<file path="src/rtl/core/ccwg_pkg.sv">
// Shared types, widths, angle constants and sequencer codes for the
// carrot-chase guidance block. No dependencies.
`timescale 1ns / 1ps
`default_nettype none
package ccwg_pkg;

    localparam int CW = 44;   // CORDIC x/y width
    localparam int ZW = 22;   // angle width, radians * 65536
    localparam int AW = 52;   // multiply accumulator width
    localparam int NW = 36;   // square root operand width
    localparam int RW = 18;   // square root result width
    localparam int DEF_NUM_WAYPOINTS = 4;

    localparam logic signed [ZW-1:0] ANG_PI      = 22'sd205887;
    localparam logic signed [ZW-1:0] ANG_TWO_PI  = 22'sd411775;
    localparam logic signed [ZW-1:0] ANG_HALF_PI = 22'sd102944;
    localparam logic signed [CW-1:0] INV_GAIN    = 44'sd652032874;

    localparam logic [2:0] CFG_WP0       = 3'd0;
    localparam logic [2:0] CFG_WP1       = 3'd1;
    localparam logic [2:0] CFG_WP2       = 3'd2;
    localparam logic [2:0] CFG_WP3       = 3'd3;
    localparam logic [2:0] CFG_LOOKAHEAD = 3'd4;
    localparam logic [2:0] CFG_GAIN      = 3'd5;
    localparam logic [2:0] CFG_SPEED     = 3'd6;
    localparam logic [2:0] CFG_RADIUS    = 3'd7;

    typedef struct packed {
        logic signed [15:0] pos_x;
        logic signed [15:0] pos_y;
        logic signed [15:0] quat_x;
        logic signed [15:0] quat_y;
        logic signed [15:0] quat_z;
        logic signed [15:0] quat_w;
    } in_t;

    typedef struct packed {
        logic        [15:0] linear_speed;
        logic signed [15:0] turn_rate;
        logic               reached;
        logic        [1:0]  segment;
    } out_t;

    // Micro-ops in program order; counted through, arrival skips to OP_OUT.
    typedef enum logic [4:0] {
        OP_CAP, OP_M_RAD, OP_M_AX, OP_M_AY, OP_ARR, OP_M_BX, OP_M_BY, OP_SQRT,
        OP_AT_U, OP_AT_T, OP_SC_B, OP_M_R, OP_DIST, OP_SC_T, OP_M_CX, OP_CX,
        OP_M_CY, OP_CY, OP_AT_H, OP_M_Q1, OP_M_Q2, OP_QY, OP_M_Q3, OP_M_Q4,
        OP_M_Q5, OP_M_Q6, OP_AT_Y, OP_M_G, OP_FIN, OP_OUT
    } op_t;

    typedef struct packed {
        op_t  op;
        logic issue;
    } cmd_t;

    typedef struct packed {
        logic arrive;
        logic done;
        logic busy;
    } stat_t;

    function automatic logic is_cordic(input op_t op);
        return op == OP_AT_U || op == OP_AT_T || op == OP_SC_B || op == OP_SC_T ||
               op == OP_AT_H || op == OP_AT_Y;
    endfunction

    function automatic logic is_unit(input op_t op);
        return is_cordic(op) || op == OP_SQRT;
    endfunction

    function automatic logic is_vect(input op_t op);
        return op == OP_AT_U || op == OP_AT_T || op == OP_AT_H || op == OP_AT_Y;
    endfunction

    function automatic logic signed [ZW-1:0] atan_lut(input logic [3:0] k);
        logic signed [ZW-1:0] v;
        case (k)
            4'd0:  v = 22'sd51472;
            4'd1:  v = 22'sd30385;
            4'd2:  v = 22'sd16055;
            4'd3:  v = 22'sd8150;
            4'd4:  v = 22'sd4091;
            4'd5:  v = 22'sd2047;
            4'd6:  v = 22'sd1024;
            4'd7:  v = 22'sd512;
            4'd8:  v = 22'sd256;
            4'd9:  v = 22'sd128;
            4'd10: v = 22'sd64;
            4'd11: v = 22'sd32;
            4'd12: v = 22'sd16;
            4'd13: v = 22'sd8;
            4'd14: v = 22'sd4;
            default: v = 22'sd2;
        endcase
        return v;
    endfunction

    // single conditional step of 2*pi
    function automatic logic signed [ZW-1:0] wrap_ang(input logic signed [ZW-1:0] a);
        logic signed [ZW-1:0] r;
        if (a > ANG_PI)
            r = a - ANG_TWO_PI;
        else if (a < -ANG_PI)
            r = a + ANG_TWO_PI;
        else
            r = a;
        return r;
    endfunction

endpackage
`default_nettype wire

</file>
<file path="src/rtl/core/ccwg_ctrl.sv">
// Sequencer: steps the datapath through the micro-op program, waits on
// the CORDIC and square root units, owns the handshakes. Depends on ccwg_pkg.
`timescale 1ns / 1ps
`default_nettype none
module ccwg_ctrl (
    input  wire logic            aclk,
    input  wire logic            aresetn,
    input  wire logic            s_valid,
    output logic                 s_ready,
    output logic                 m_valid,
    input  wire logic            m_ready,
    input  wire ccwg_pkg::stat_t stat,
    output ccwg_pkg::cmd_t       cmd
);
    typedef enum logic [1:0] {ST_IDLE, ST_STEP, ST_WAIT, ST_OUT} state_t;

    state_t          state_reg;
    ccwg_pkg::op_t   op_reg, op_inc;
    logic            m_valid_reg, out_free;

    assign out_free = !m_valid_reg || m_ready;
    assign op_inc   = ccwg_pkg::op_t'(op_reg + 5'd1);

    always_comb begin
        cmd.op    = op_reg;
        cmd.issue = 1'b0;
        case (state_reg)
            ST_IDLE: cmd.issue = s_valid;
            ST_STEP: cmd.issue = 1'b1;
            ST_OUT:  cmd.issue = out_free;
            default: cmd.issue = 1'b0;
        endcase
    end

    always_ff @(posedge aclk) begin
        if (!aresetn) begin
            state_reg   <= ST_IDLE;
            op_reg      <= ccwg_pkg::OP_CAP;
            m_valid_reg <= 1'b0;
        end else begin
            // a new word replaces one taken in the same cycle
            if (state_reg == ST_OUT && out_free)
                m_valid_reg <= 1'b1;
            else if (m_valid_reg && m_ready)
                m_valid_reg <= 1'b0;
            case (state_reg)
                ST_IDLE: begin
                    if (s_valid) begin
                        op_reg    <= op_inc;
                        state_reg <= ST_STEP;
                    end
                end
                ST_STEP: begin
                    if (ccwg_pkg::is_unit(op_reg)) begin
                        state_reg <= ST_WAIT;
                    end else if ((op_reg == ccwg_pkg::OP_ARR && stat.arrive) ||
                                 op_reg == ccwg_pkg::OP_FIN) begin
                        op_reg    <= ccwg_pkg::OP_OUT;
                        state_reg <= ST_OUT;
                    end else begin
                        op_reg <= op_inc;
                    end
                end
                ST_WAIT: begin
                    if (stat.done) begin
                        op_reg    <= op_inc;
                        state_reg <= ST_STEP;
                    end
                end
                ST_OUT: begin
                    if (out_free) begin
                        op_reg    <= ccwg_pkg::OP_CAP;
                        state_reg <= ST_IDLE;
                    end
                end
                default: state_reg <= ST_IDLE;
            endcase
        end
    end

    assign s_ready = (state_reg == ST_IDLE);
    assign m_valid = m_valid_reg;
endmodule
`default_nettype wire

</file>
<file path="config.mk">
export PLATFORM = sky130hd
export DESIGN_NAME = ccwg_ctrl
export DESIGN_NICKNAME = d
export VERILOG_FILES = /design/src/rtl/core/ccwg_pkg.sv /design/src/rtl/core/ccwg_ctrl.sv
export SDC_FILE = /design/constraint.sdc
export NUM_CORES = 1
export LEC_CHECK = 0
export BUFFER_PORTS_ARGS = -buffer_cell sky130_fd_sc_hd__buf_4
export CAP_MARGIN = 5
export CORE_MARGIN = 4
export CORE_UTILIZATION = 30
export CTS_CLUSTER_SIZE = 40
export DETAILED_ROUTE_END_ITERATION = 12
export PLACE_DENSITY = 0.48
export SYNTH_ARGS = -nofsm -noshare
export SYNTH_HDL_FRONTEND = slang
export SYNTH_SLANG_ARGS = --single-unit
</file>
<file path="constraint.sdc">
create_clock -name aclk -period 2.5 [get_ports aclk]
set_clock_uncertainty 0.2 [all_clocks]
set_input_delay 0.125 -clock aclk [delete_from_list [all_inputs] [get_ports aclk]]
set_output_delay 0.125 -clock aclk [all_outputs]
set_load 0.02 [all_outputs]
</file>
==> flow_metrics.env <==
export IMPL_status="complete, no violations"
export IMPL_grt_pass1_wl_um=2680
export IMPL_first_iter_violations=6
export IMPL_syn2layout_area_growth_pct=20.8
export IMPL_ys_warn_count=0
export IMPL_vias=593
export IMPL_final_common_cell="buf_4"
export IMPL_finalCritPeriodShare_pct=86.2
export IMPL_drive_gt1_share_pct=27.5
export IMPL_ctsResizeCount=0
export IMPL_grt_pass1_vias=591
export IMPL_critPathLaunch="op_reg[0]"
export IMPL_dr_pass1_iters=4
export IMPL_gp_congestion=0.760
export IMPL_hold_viol_final=0
export IMPL_grt_use_total_pct=12.9
export IMPL_post_cts_buffers=0
export IMPL_die_area_um2=2970
export IMPL_antennaDiodeCount=0
export IMPL_cp_required_ns=2.45
export IMPL_min_from="stat[1]"
export IMPL_syn_cell_area_um2=649
export IMPL_ff2ff_setup_slack_ns=0.34
export IMPL_io_buffers=13
export IMPL_maxSlewViolCount=0
export IMPL_layout_common_cells="14 x buf_4, 9 x nand2_1, 8 x dfxtp_1"
export IMPL_p_leak_nw=0.316
export IMPL_row_count=16
export IMPL_cts_sinks=8
export IMPL_clk_pin_slew_ns=0.06
export IMPL_tightestPinTransition_ns=0.380
export IMPL_clock_path_buffers=2
export IMPL_fin_setup_tns_ns=0
export IMPL_place_detailed_hpwl_um=1180
export IMPL_synth_net_count=88
export IMPL_reg2reg_depth=7
export IMPL_crit_family="compound AO/OA/AOI/OAI gates"
export IMPL_drc=0
export IMPL_syn_area_per_cell_um2=8.43
export IMPL_synth_top_area_cell="dfxtp_1"
export IMPL_io_pins=15
export IMPL_fmax_mhz=464
export IMPL_path_buf_inv=1
export IMPL_synth_main_ff_cell="dfxtp_1"
export IMPL_cts_tree="done"
export IMPL_nNetsFinal=104
export IMPL_clk_insertion_delay_late_ns=0.25
export IMPL_cp_max_fo=6
export IMPL_area_sequential_um2=160
export IMPL_initial_core_util_pct=32.4
export IMPL_p_per_area_nw_per_um2=412
export IMPL_peakVddDrop_v=0.000229
export IMPL_slew_headroom_pct=74.6
export IMPL_start_kind="flip-flop"
export IMPL_netlist_area_leader_share_pct=24.7
export IMPL_power_mw=0.323
export IMPL_hold_path_class="in2reg"
export IMPL_root_buffer="clkbuf_4"
export IMPL_drv_cap=0
export IMPL_drt_total_wl_um=1560
export IMPL_setup_viol=0
export IMPL_grt_start_max_net_pins=12
export IMPL_die_h_um=54.5
export IMPL_n_fill_cell=216
export IMPL_max_stage_delay_ns=0.44
export IMPL_holdPathEnd="state_reg[0]"
export IMPL_path_cells="inv_1, ha_1, and3_1, a21bo_1, a31oi_1, o21bai_2, a32o_2"
export IMPL_synthArstFlopShare_pct=0
export IMPL_crit_slowest_cell="dfxtp_1"
export IMPL_viasPerCell=5.03
export IMPL_timing_rr_end="op_reg[2]"
export IMPL_reg2reg_from="op_reg[0]"
export IMPL_synth_area_leaders="dfxtp_1 25%, ha_1 7.7%, nand2_1 5.2%"
export IMPL_fin_crit_ns=2.16
export IMPL_holdPathStages=3
export IMPL_synth_edf_count=0
export IMPL_yosysSeqAreaShare_pct=24.7
export IMPL_die_w_um=54.5
export IMPL_path_class="reg2reg"
export IMPL_cts_buffers=3
export IMPL_multi_input_area_um2=420
export IMPL_grt_overflow_total=0
export IMPL_ys_ff_latch=8
export IMPL_ctsHtreeMaxLevel=1
export IMPL_postSynthCellCount=77
export IMPL_wl_per_cell_um=13.3
export IMPL_largest_reg_flops=5
export IMPL_antenna_found_initial=0
export IMPL_route_antenna_remaining_nets=0
export IMPL_synth_distinct_cells=35
export IMPL_endpoint_kind="flip-flop"
export IMPL_arrival_ns=2.10
export IMPL_rsz0062_at_grt="false"
export IMPL_coreArea_um2=2000
## tightest hold or removal path, stage by stage
cell and delay [ns]:
buf_4 0.08, mux2_4 0.14, o2111a_1 0.16
## report_power, final
| part | internal [mW] | switching, mW |
|---|---|---|
| registers | 0.134 | 0.0126 |
| logic | 0.0381 | 0.0393 |
| clock network | 0.0550 | 0.0443 |
| total | 0.227 | 0.0962 |
## worst max-delay path by stage
stage,end,slack (ns),cells past startpoint
after global placement,op_reg[2],0.39,7
after global routing,op_reg[3],0.15,7
after detailed placement,op_reg[2],0.37,7
final,op_reg[2],0.34,7
after floorplan,op_reg[2],0.44,7
after CTS,op_reg[2],0.34,7
## through the flow
| stage | hold slack, ns | std cells | worst slack [ns] | area (um^2) | util (%) |
|---|---|---|---|---|---|
| after floorplan | 0.0721 | 77 | 0.441 | 649 | - |
| after global placement | 0.224 | 113 | 0.389 | 742 | 37.1 |
| after detailed placement | 0.225 | 113 | 0.370 | 742 | 37.1 |
| after CTS | 0.0821 | 118 | 0.342 | 785 | 39.2 |
| after global routing | 0.0903 | 118 | 0.155 | 785 | 39.2 |
| final | 0.0867 | 118 | 0.344 | 785 | 39.2 |
## metal layers
metal  vias up  share of wire (%)  global-route usage, %
li1        309                  -                      -
met1       278                 51                   15.5
met2         4                 46                   21.1
met3         2                2.5                   2.45
met4         0               0.64                   7.47
met5         -                  0                      0
## Yosys cell counts (all sizes together) (2+ instances only)
| master | number |
|---|---|
| o21ai | 5 |
| a31oi | 2 |
| nand2b | 2 |
| nand2 | 9 |
| buf | 5 |
| inv | 6 |
| nand3 | 6 |
| nand4 | 2 |
| o22ai | 2 |
| nor2 | 3 |
| a32oi | 2 |
| ha | 4 |
| dfxtp | 8 |
| a21oi | 3 |
| mux2 | 2 |
## timing repair
item	in CTS	in global routing
hold buffers	2	0
setup endpoints to repair	0	0
endpoints found under the hold margin	4	0
## kinds of logic (layout without fill, tap and decap cells)
kind of cell | Yosys count | in the layout | synth area share (%)
DFF | 8 | 8 | 24.7
and+or+nand+nor | 27 | 27 | 21.2
adders and majority gates | 4 | 4 | 7.71
buffers and inverters | 11 | 25 | 10.6
muxes | 3 | 3 | 5.59
AOI/OAI and AO/OA | 24 | 24 | 30.3
## layout make-up
cell class                      instances  share of cell area, %
Multi-Input combinational cell         58                   53.6
Timing Repair Buffer                   16                   15.9
Sequential cell                         8                   20.4
Tap cell                               27                   4.31
Clock buffer                            3                   2.87
Inverter                                6                   2.87
No activity file was read; power rests on OpenSTA's default activity.
